File: config.mk
export PLATFORM = sky130hd
export DESIGN_NAME = hblank_vram_dma_controller
export DESIGN_NICKNAME = d
export VERILOG_FILES = /design/src/hw/rtl/hvd_pkg.sv /design/src/hw/rtl/hvd_fifo.sv /design/src/hw/rtl/hvd_front.sv /design/src/hw/rtl/hvd_back.sv /design/src/hw/rtl/hblank_vram_dma_controller.sv
export SDC_FILE = /design/constraint.sdc
export NUM_CORES = 1
export LEC_CHECK = 0
export BUFFER_PORTS_ARGS = -buffer_cell sky130_fd_sc_hd__buf_2
export CAP_MARGIN = 25
export CORE_MARGIN = 2
export CORE_UTILIZATION = 50
export CTS_BUF_LIST = sky130_fd_sc_hd__clkbuf_4
export CTS_CLUSTER_SIZE = 24
export DETAILED_ROUTE_END_ITERATION = 7
export PLACE_DENSITY = 0.71
export SLEW_MARGIN = 20
export SYNTH_ARGS = -nofsm -noshare
export SYNTH_HDL_FRONTEND = slang
export SYNTH_SLANG_ARGS = --single-unit
File: constraint.sdc
create_clock -name clk -period 5.5 [get_ports clk]
set_input_delay 1.1 -clock clk [delete_from_list [all_inputs] [get_ports clk]]
set_output_delay 1.1 -clock clk [all_outputs]
set_load 0.02 [all_outputs]
File: src/hw/rtl/hvd_pkg.sv
// ----------------------------------------------------------------------------
// hvd_pkg
// Shared types and constants of the video-RAM DMA controller.
// ----------------------------------------------------------------------------
package hvd_pkg;

    localparam int CMD_DEPTH_DEFAULT = 2;
    localparam int RES_DEPTH_DEFAULT = 2;

    localparam logic [1:0] OP_WRITE  = 2'd0;
    localparam logic [1:0] OP_READ   = 2'd1;
    localparam logic [1:0] OP_HBLANK = 2'd2;

    localparam logic [2:0] REG_SRC_HI = 3'd1;
    localparam logic [2:0] REG_SRC_LO = 3'd2;
    localparam logic [2:0] REG_DST_HI = 3'd3;
    localparam logic [2:0] REG_DST_LO = 3'd4;
    localparam logic [2:0] REG_CTRL   = 3'd5;

    localparam int NUM_REGS = 5;

    localparam logic [15:0] SRC_RESET      = 16'hFFF0;
    localparam logic [15:0] DST_RESET      = 16'h9FF0;
    localparam logic [15:0] ALIGN_MASK     = 16'hFFF0;
    localparam logic [15:0] VRAM_OFS_MASK  = 16'h1FF0;
    localparam logic [15:0] VRAM_BASE      = 16'h8000;
    localparam logic [15:0] VRAM_END       = 16'hA000;
    localparam logic [15:0] BLOCK_BYTES    = 16'h0010;
    localparam logic [3:0]  WRAM_BANK_NIB  = 4'hD;
    localparam logic [7:0]  BYTE_RESET     = 8'hFF;
    localparam logic [11:0] HBLANK_LENGTH  = 12'h010;
    localparam logic [13:0] HBLANK_STALL_DS = 14'd68;
    localparam logic [13:0] HBLANK_STALL_SS = 14'd36;
    localparam logic [13:0] GENERAL_BASE_DS = 14'd8;
    localparam logic [13:0] GENERAL_BASE_SS = 14'd4;

    typedef enum logic [2:0] {
        CMD_NOP,
        CMD_WR_SRC_HI,
        CMD_WR_SRC_LO,
        CMD_WR_DST_HI,
        CMD_WR_DST_LO,
        CMD_WR_CTRL,
        CMD_READ,
        CMD_HBLANK
    } cmd_kind_t;

    typedef struct packed {
        logic [1:0] opcode;
        logic [2:0] reg_index;
        logic [7:0] write_data;
        logic       in_hblank;
    } item_t;

    typedef struct packed {
        logic [7:0]  read_data;
        logic        hblank_active;
        logic        copy_valid;
        logic [15:0] copy_source;
        logic [15:0] copy_dest;
        logic [11:0] copy_length;
        logic        banked_wram_source;
        logic [13:0] stall_cycles;
    } result_t;

    typedef struct packed {
        cmd_kind_t  kind;
        logic [7:0] data;
        logic       in_hblank;
        logic [2:0] sel;
    } cmd_t;

endpackage

File: src/hw/rtl/hvd_fifo.sv
// ----------------------------------------------------------------------------
// hvd_fifo
// Small register queue with push/full and pop/empty sides.
// ----------------------------------------------------------------------------
module hvd_fifo #(
    parameter int DEPTH = 2,
    parameter int WIDTH = 8
) (
    input  logic             clk,
    input  logic             rst_n,
    input  logic             push,
    output logic             full,
    input  logic [WIDTH-1:0] wdata,
    input  logic             pop,
    output logic             empty,
    output logic [WIDTH-1:0] rdata
);

    localparam int PTR_W = (DEPTH > 1) ? $clog2(DEPTH) : 1;
    localparam int CNT_W = $clog2(DEPTH + 1);
    localparam logic [PTR_W-1:0] LAST = PTR_W'(DEPTH - 1);

    logic [WIDTH-1:0] mem_reg [DEPTH];
    logic [PTR_W-1:0] wr_ptr_reg, wr_ptr_next;
    logic [PTR_W-1:0] rd_ptr_reg, rd_ptr_next;
    logic [CNT_W-1:0] count_reg, count_next;
    logic             do_push;
    logic             do_pop;

    assign full    = (count_reg == CNT_W'(DEPTH));
    assign empty   = (count_reg == '0);
    assign do_push = push && !full;
    assign do_pop  = pop && !empty;
    assign rdata   = mem_reg[rd_ptr_reg];

    always_comb
    begin
        wr_ptr_next = wr_ptr_reg;
        rd_ptr_next = rd_ptr_reg;
        count_next  = count_reg;
        if (do_push)
        begin
            wr_ptr_next = (wr_ptr_reg == LAST) ? '0 : wr_ptr_reg + 1'b1;
        end
        if (do_pop)
        begin
            rd_ptr_next = (rd_ptr_reg == LAST) ? '0 : rd_ptr_reg + 1'b1;
        end
        if (do_push && !do_pop)
        begin
            count_next = count_reg + 1'b1;
        end
        else if (do_pop && !do_push)
        begin
            count_next = count_reg - 1'b1;
        end
    end

    always_ff @(posedge clk or negedge rst_n)
    begin
        if (!rst_n)
        begin
            wr_ptr_reg <= '0;
            rd_ptr_reg <= '0;
            count_reg  <= '0;
        end
        else
        begin
            wr_ptr_reg <= wr_ptr_next;
            rd_ptr_reg <= rd_ptr_next;
            count_reg  <= count_next;
        end
    end

    always_ff @(posedge clk)
    begin
        if (do_push)
        begin
            mem_reg[wr_ptr_reg] <= wdata;
        end
    end

endmodule

File: src/hw/rtl/hvd_front.sv
// ----------------------------------------------------------------------------
// hvd_front
// Accepts bus items, decodes them into commands and queues them.
// ----------------------------------------------------------------------------
module hvd_front #(
    parameter int CMD_DEPTH = 2
) (
    input  logic          clk,
    input  logic          rst_n,
    input  logic          push,
    output logic          full,
    input  hvd_pkg::item_t item,
    input  logic          cmd_pop,
    output logic          cmd_empty,
    output hvd_pkg::cmd_t cmd
);
    import hvd_pkg::*;

    cmd_t dec;
    logic [$bits(cmd_t)-1:0] cmd_bits;

    always_comb
    begin
        dec.kind      = CMD_NOP;
        dec.data      = item.write_data;
        dec.in_hblank = item.in_hblank;
        dec.sel       = item.reg_index - 3'd1;
        unique case (item.opcode)
            OP_WRITE:
            begin
                unique case (item.reg_index)
                    REG_SRC_HI:
                    begin
                        dec.kind = CMD_WR_SRC_HI;
                        if (item.write_data[7:5] == 3'b100)
                        begin
                            dec.data = 8'h00;
                        end
                    end
                    REG_SRC_LO:
                    begin
                        dec.kind = CMD_WR_SRC_LO;
                        dec.data = {item.write_data[7:4], 4'h0};
                    end
                    REG_DST_HI:
                    begin
                        dec.kind = CMD_WR_DST_HI;
                        dec.data = {3'b000, item.write_data[4:0]};
                    end
                    REG_DST_LO:
                    begin
                        dec.kind = CMD_WR_DST_LO;
                        dec.data = {item.write_data[7:4], 4'h0};
                    end
                    REG_CTRL:
                    begin
                        dec.kind = CMD_WR_CTRL;
                    end
                    default:
                    begin
                        dec.kind = CMD_NOP;
                    end
                endcase
            end
            OP_READ:
            begin
                if (item.reg_index >= REG_SRC_HI && item.reg_index <= REG_CTRL)
                begin
                    dec.kind = CMD_READ;
                end
            end
            OP_HBLANK:
            begin
                dec.kind = CMD_HBLANK;
            end
            default:
            begin
                dec.kind = CMD_NOP;
            end
        endcase
    end

    hvd_fifo #(
        .DEPTH (CMD_DEPTH),
        .WIDTH ($bits(cmd_t))
    ) u_cmd_queue (
        .clk   (clk),
        .rst_n (rst_n),
        .push  (push),
        .full  (full),
        .wdata (dec),
        .pop   (cmd_pop),
        .empty (cmd_empty),
        .rdata (cmd_bits)
    );

    assign cmd = cmd_t'(cmd_bits);

endmodule

File: src/hw/rtl/hvd_back.sv
// ----------------------------------------------------------------------------
// hvd_back
// Executes queued commands against the DMA state and queues the results.
// ----------------------------------------------------------------------------
module hvd_back #(
    parameter int RES_DEPTH = 2
) (
    input  logic            clk,
    input  logic            rst_n,
    input  logic            cfg_we,
    input  logic            cfg_wdata,
    input  logic            cmd_empty,
    output logic            cmd_pop,
    input  hvd_pkg::cmd_t   cmd,
    input  logic            pop,
    output logic            empty,
    output hvd_pkg::result_t result
);
    import hvd_pkg::*;

    logic        ds_reg;
    logic [15:0] src_reg, src_next;
    logic [15:0] dst_reg, dst_next;
    logic [7:0]  bytes_reg [NUM_REGS];
    logic [7:0]  bytes_next [NUM_REGS];
    logic        en_reg, en_next;
    logic [11:0] bp_reg, bp_next;

    logic        res_full;
    logic        go;
    result_t     res;
    logic [$bits(result_t)-1:0] res_bits;

    logic [7:0]  blocks;
    logic [11:0] bp_new;
    logic        do_block;
    logic [7:0]  blk_reg5;
    logic [7:0]  blk_reg5_dec;
    logic [11:0] blk_bp;
    logic [15:0] cur_src;
    logic [15:0] cur_dst;
    logic [15:0] src_inc;
    logic [15:0] dst_inc;
    logic [15:0] src_adv;
    logic [15:0] dst_adv;

    assign go      = !cmd_empty && !res_full;
    assign cmd_pop = go;

    assign blocks  = {1'b0, cmd.data[6:0]} + 8'd1;
    assign bp_new  = {blocks, 4'h0};
    assign cur_src = src_reg & ALIGN_MASK;
    assign cur_dst = (dst_reg & VRAM_OFS_MASK) | VRAM_BASE;
    assign src_inc = src_reg + BLOCK_BYTES;
    assign dst_inc = dst_reg + BLOCK_BYTES;
    assign src_adv = (src_inc == VRAM_BASE) ? VRAM_END : src_inc;
    assign dst_adv = (dst_inc == VRAM_END) ? VRAM_BASE : dst_inc;
    assign blk_reg5_dec = blk_reg5 - 8'd1;

    always_comb
    begin
        src_next = src_reg;
        dst_next = dst_reg;
        en_next  = en_reg;
        bp_next  = bp_reg;
        for (int i = 0; i < NUM_REGS; i++)
        begin
            bytes_next[i] = bytes_reg[i];
        end
        res      = '0;
        do_block = 1'b0;
        blk_reg5 = bytes_reg[4];
        blk_bp   = bp_reg;

        unique case (cmd.kind)
            CMD_WR_SRC_HI:
            begin
                src_next      = {cmd.data, src_reg[7:4], 4'h0};
                bytes_next[0] = cmd.data;
            end
            CMD_WR_SRC_LO:
            begin
                src_next      = {src_reg[15:8], cmd.data};
                bytes_next[1] = cmd.data;
            end
            CMD_WR_DST_HI:
            begin
                dst_next      = {3'b100, cmd.data[4:0], dst_reg[7:4], 4'h0};
                bytes_next[2] = cmd.data;
            end
            CMD_WR_DST_LO:
            begin
                dst_next      = {3'b100, dst_reg[12:8], cmd.data};
                bytes_next[3] = cmd.data;
            end
            CMD_WR_CTRL:
            begin
                bp_next = bp_new;
                if (en_reg)
                begin
                    if (cmd.data[7])
                    begin
                        bytes_next[4] = {1'b0, cmd.data[6:0]};
                    end
                    else
                    begin
                        bytes_next[4] = BYTE_RESET;
                        en_next       = 1'b0;
                    end
                end
                else if (cmd.data[7])
                begin
                    en_next       = 1'b1;
                    bytes_next[4] = {1'b0, cmd.data[6:0]};
                    do_block      = cmd.in_hblank;
                    blk_reg5      = {1'b0, cmd.data[6:0]};
                    blk_bp        = bp_new;
                end
                else
                begin
                    res.copy_valid  = 1'b1;
                    res.copy_source = cur_src;
                    res.copy_dest   = cur_dst;
                    res.copy_length = bp_new;
                    res.banked_wram_source = (cur_src[15:12] == WRAM_BANK_NIB);
                    res.stall_cycles = ds_reg ? ({blocks, 6'b0} + GENERAL_BASE_DS)
                                              : ({1'b0, blocks, 5'b0} + GENERAL_BASE_SS);
                    src_next = src_reg + {4'h0, bp_new};
                    dst_next = dst_reg + {4'h0, bp_new};
                    for (int i = 0; i < NUM_REGS; i++)
                    begin
                        bytes_next[i] = BYTE_RESET;
                    end
                end
            end
            CMD_READ:
            begin
                res.read_data = bytes_reg[cmd.sel];
            end
            CMD_HBLANK:
            begin
                do_block = en_reg;
            end
            CMD_NOP:
            begin
                res = '0;
            end
            default:
            begin
                res = '0;
            end
        endcase

        if (do_block)
        begin
            res.copy_valid  = 1'b1;
            res.copy_source = cur_src;
            res.copy_dest   = cur_dst;
            res.copy_length = HBLANK_LENGTH;
            res.banked_wram_source = (cur_src[15:12] == WRAM_BANK_NIB);
            res.stall_cycles = ds_reg ? HBLANK_STALL_DS : HBLANK_STALL_SS;
            src_next      = src_adv;
            dst_next      = dst_adv;
            bytes_next[0] = src_adv[15:8];
            bytes_next[1] = src_adv[7:0];
            bytes_next[2] = dst_adv[15:8];
            bytes_next[3] = dst_adv[7:0];
            bp_next       = blk_bp - HBLANK_LENGTH;
            bytes_next[4] = blk_reg5_dec;
            if (blk_reg5_dec == BYTE_RESET)
            begin
                en_next = 1'b0;
            end
        end

        res.hblank_active = en_next;
    end

    always_ff @(posedge clk or negedge rst_n)
    begin
        if (!rst_n)
        begin
            ds_reg  <= 1'b0;
            src_reg <= SRC_RESET;
            dst_reg <= DST_RESET;
            en_reg  <= 1'b0;
            bp_reg  <= '0;
            for (int i = 0; i < NUM_REGS; i++)
            begin
                bytes_reg[i] <= BYTE_RESET;
            end
        end
        else
        begin
            if (cfg_we)
            begin
                ds_reg <= cfg_wdata;
            end
            if (go)
            begin
                src_reg <= src_next;
                dst_reg <= dst_next;
                en_reg  <= en_next;
                bp_reg  <= bp_next;
                for (int i = 0; i < NUM_REGS; i++)
                begin
                    bytes_reg[i] <= bytes_next[i];
                end
            end
        end
    end

    hvd_fifo #(
        .DEPTH (RES_DEPTH),
        .WIDTH ($bits(result_t))
    ) u_res_queue (
        .clk   (clk),
        .rst_n (rst_n),
        .push  (go),
        .full  (res_full),
        .wdata (res),
        .pop   (pop),
        .empty (empty),
        .rdata (res_bits)
    );

    assign result = result_t'(res_bits);

endmodule

File: src/hw/rtl/hblank_vram_dma_controller.sv
// ----------------------------------------------------------------------------
// hblank_vram_dma_controller
// Video-RAM DMA controller: decodes register and HBlank events, returns register
// read data and issues copy commands with their CPU stall cost.
// ----------------------------------------------------------------------------
//  Channel   Handshake          Payload
//  input     push / full        item   (hvd_pkg::item_t)
//  result    empty / pop        result (hvd_pkg::result_t)
//  config    cfg_we             cfg_wdata (double speed)
//
// One item is accepted per cycle while full is low; it is registered in the
// command queue, then executed; its result waits in the result queue for pop.
// The executor handles one command per cycle unless the result queue is full
// and holds all DMA state. Reset sets the DMA registers and queue pointers
// to their power-on values at once; the queue storage itself is not reset.
// A full result queue stalls the executor; the command queue then fills and
// raises full.
// ----------------------------------------------------------------------------
module hblank_vram_dma_controller #(
    parameter int CMD_DEPTH = hvd_pkg::CMD_DEPTH_DEFAULT,
    parameter int RES_DEPTH = hvd_pkg::RES_DEPTH_DEFAULT
) (
    input  logic             clk,
    input  logic             rst_n,
    input  logic             push,
    output logic             full,
    input  hvd_pkg::item_t   item,
    output logic             empty,
    input  logic             pop,
    output hvd_pkg::result_t result,
    input  logic             cfg_we,
    input  logic             cfg_wdata
);
    import hvd_pkg::*;

    logic cmd_empty;
    logic cmd_pop;
    cmd_t cmd;

    hvd_front #(
        .CMD_DEPTH (CMD_DEPTH)
    ) u_front (
        .clk       (clk),
        .rst_n     (rst_n),
        .push      (push),
        .full      (full),
        .item      (item),
        .cmd_pop   (cmd_pop),
        .cmd_empty (cmd_empty),
        .cmd       (cmd)
    );

    hvd_back #(
        .RES_DEPTH (RES_DEPTH)
    ) u_back (
        .clk       (clk),
        .rst_n     (rst_n),
        .cfg_we    (cfg_we),
        .cfg_wdata (cfg_wdata),
        .cmd_empty (cmd_empty),
        .cmd_pop   (cmd_pop),
        .cmd       (cmd),
        .pop       (pop),
        .empty     (empty),
        .result    (result)
    );

endmodule
==> qor.yml <==
grt_pass1_wl_um: 47740
reg2reg_depth: 14
finalHoldViolCount: 0
min_period_ns: 4.674
report.final.slew_viol_count: 0
synth_top_flop_cell: "edfxtp_1"
final_common_cell: "edfxtp_1"
synth.top_cells.by_area: "edfxtp_1, dfstp_2, mux2_2, dfrtp_1, nor2_1"
totalWireLength_um: 30500
clock_latency_ns: 0.69
drt_iter0_drc: 846
r2r_start: "u_front.u_cmd_queue.rd_ptr_reg"
p_leak_nw: 5.207
final_cell_area_um2: 13280
wire_per_inst_um: 19.65
worst_slew_pin_slew_ns: 1.120
grt_usage_pct: 23.76
start_util_pct: 51.08
drv_cap: 0
root_buffer: "clkbuf_4"
cts_setup_buffers: 0
die_area_um2: 25230
largest_reg_flops: 102
setup_tns_ns: 0
htreeDepth: 2
synth_area_per_cell_um2: 10.89
grt_antenna_before_repair: 1
worstSetupEndpointType: "flop"
synth.top_cell.area_share_pct: 33.06
yosys.area.top_type: "edfxtp_1"
peakVddDrop_mv: 0.5199
ctsHoldBuffers: 0
ys_seq_area_share_pct: 50.82
num_io_pins: 91
fin_ws_ns: 0.8262
area_growth_pct: 10.72
cts_resized: 0
gp_congestion: 0.9510
stdcell_count: 1552
drc: 0
setup_viol: 0
synthCells: 1101
viasPerCell: 5.825
netlist_area_um2: 11990
timing.max_slew.rel_slack_pct: 23.20
nets: 1238
vias: 9040
rsz0062_at_grt: "false"
grt_overflow: 0
ys_async_sr_fraction_pct: 38.32
drtAntennaViolNets: 0
critPathMaxStageDelay_ns: 0.79
drtPass1Iterations: 5
crit_chain: "buf_4 -> mux2i_1 -> inv_1 -> ha_1 -> xor2_1 -> inv_1 -> ha_1 -> o21ai_0 -> o21bai_1 -> o311a_1 -> o21a_1 -> o21ai_0 -> mux2i_1 -> a211o_1"
cp_top_family: "compound AO/OA/AOI/OAI gates"
r2r-end: "u_back.dst_reg[13]"
crit_slowest_cell: "mux2i_1"
cts_tree: "yes"
grt_pass1_vias: 8696
cp.required_ns: 6.02
critPathKind: "reg2reg"
placed_cell_area_um2: 12530
status: "complete, no violations"
num_rows: 56
hp-class: "in2async"
drive_gt1_share_pct: 27.84
synth_edf_count: 132
io_buffer_count: 73
clock-sinks: 214
ff2ff_setup_slack_ns: 0.83
max_freq_mhz: 214.0
n_fill_cell: 2006
dp_hpwl_um: 21190
skew_ns: 0.05875
numCtsBuffers: 55
yosysWarnings: 0
post-route-period-util_pct: 84.98
power_mw: 9.283
synth-seq-cells: 214
powerDensity_nw_per_um2: 699.3
core-area_um2: 23470
worst_setup_path_start_kind: "flop"
worstPathArrival_ns: 5.19
synth_cell_types: 83
layout_common_cells: "edfxtp_1, nor2_1, clkbuf_4"
cp_max_fo: 25
post-place-ws_ns: 0.9532
die_x_um: 158.9
dp.cells: 1448
cts_buffer_depth: 3
grt_max_degree: 62
path_buf_inv: 3
clk_pin_slew_ns: 0.07
die_height_um: 158.9
-- stage by stage --
| step | util [%] | hold WS (ns) |
|---|---|---|
| floorplan | - | 0.4326 |
| global placement | 53.32 | 0.4438 |
| detailed placement | 53.38 | 0.4543 |
| CTS | 56.48 | 0.3898 |
| global route | 56.56 | 0.4314 |
| finish | 56.56 | 0.4157 |
-- worst max-delay path by stage --
stage                                               from                 end  depth (start not counted)
after floorplan           u_front.u_cmd_queue.rd_ptr_reg  u_back.dst_reg[13]                         17
after global placement    u_front.u_cmd_queue.rd_ptr_reg  u_back.dst_reg[13]                         14
after detailed placement  u_front.u_cmd_queue.rd_ptr_reg  u_back.dst_reg[13]                         14
after CTS                 u_front.u_cmd_queue.rd_ptr_reg  u_back.dst_reg[13]                         14
after global routing      u_front.u_cmd_queue.rd_ptr_reg  u_back.dst_reg[13]                         14
final                     u_front.u_cmd_queue.rd_ptr_reg  u_back.dst_reg[13]                         14
-- layout make-up --
cell class                 instances  area [µm²]  area share (%)
clock inverter                    12       51.30          0.3864
inverter                          35       131.4          0.9896
tap                              319       399.1           3.007
sequential                       214        6095           45.91
timing repair buffer              90       503.0           3.789
clock buffer                      90       675.6           5.090
antenna                            1       2.502         0.01885
multi-input combinational        791        5418           40.81
-- cells in the mapped netlist (all sizes together) (6+ instances only) --
master,number
a31oi,9
dfrtp,20
edfxtp,132
a211oi,9
clkbuf,34
xor2,19
o211ai,6
and3,8
mux4,8
ha,29
mux2i,21
buf,43
nand2,74
nor4,16
o21a,10
nor2b,11
dfstp,62
o21ai,69
a21o,9
or3,8
or2,8
mux2,60
and2,25
nor3b,7
inv,34
a21oi,77
nor3,20
xnor2,34
o22ai,11
a22oi,13
nor2,110
nand3,21
o2bb2ai,10
-- kinds of logic (layout without fill, tap and decap cells) --
family | Yosys count | in the layout | share of synthesized area [%]
AND/OR/NAND/NOR | 329 | 329 | 13.47
multiplexers | 89 | 89 | 9.016
XOR/XNOR | 53 | 53 | 3.871
adder cells (fa/ha/maj) | 31 | 31 | 3.360
other | 1 | 18 | 0.03128
flip-flops | 214 | 214 | 50.82
AO/OA/AOI/OAI | 272 | 272 | 14.86
buffers and inverters | 112 | 227 | 4.571
-- metal layers --
| layer | wire length, µm | up-vias | part of all wire, % | track usage, % |
|---|---|---|---|---|
| met2 | 14180 | 443 | 46 | 37.53 |
| met5 | 0 | - | 0 | 0 |
| met1 | 12770 | 4294 | 42 | 32.46 |
| met3 | 2596 | 66 | 8.5 | 4.859 |
| met4 | 954 | 0 | 3.1 | 9.050 |
| li1 | - | 4237 | - | - |
-- power by group --
group | internal, mW | total [mW] | switching [mW]
combinational | 1.75 | 4.67 | 2.92
clock | 0.738 | 1.38 | 0.640
sequential | 2.74 | 3.24 | 0.498
total | 5.23 | 9.28 | 4.06
(Power assumes the default switching activity.)
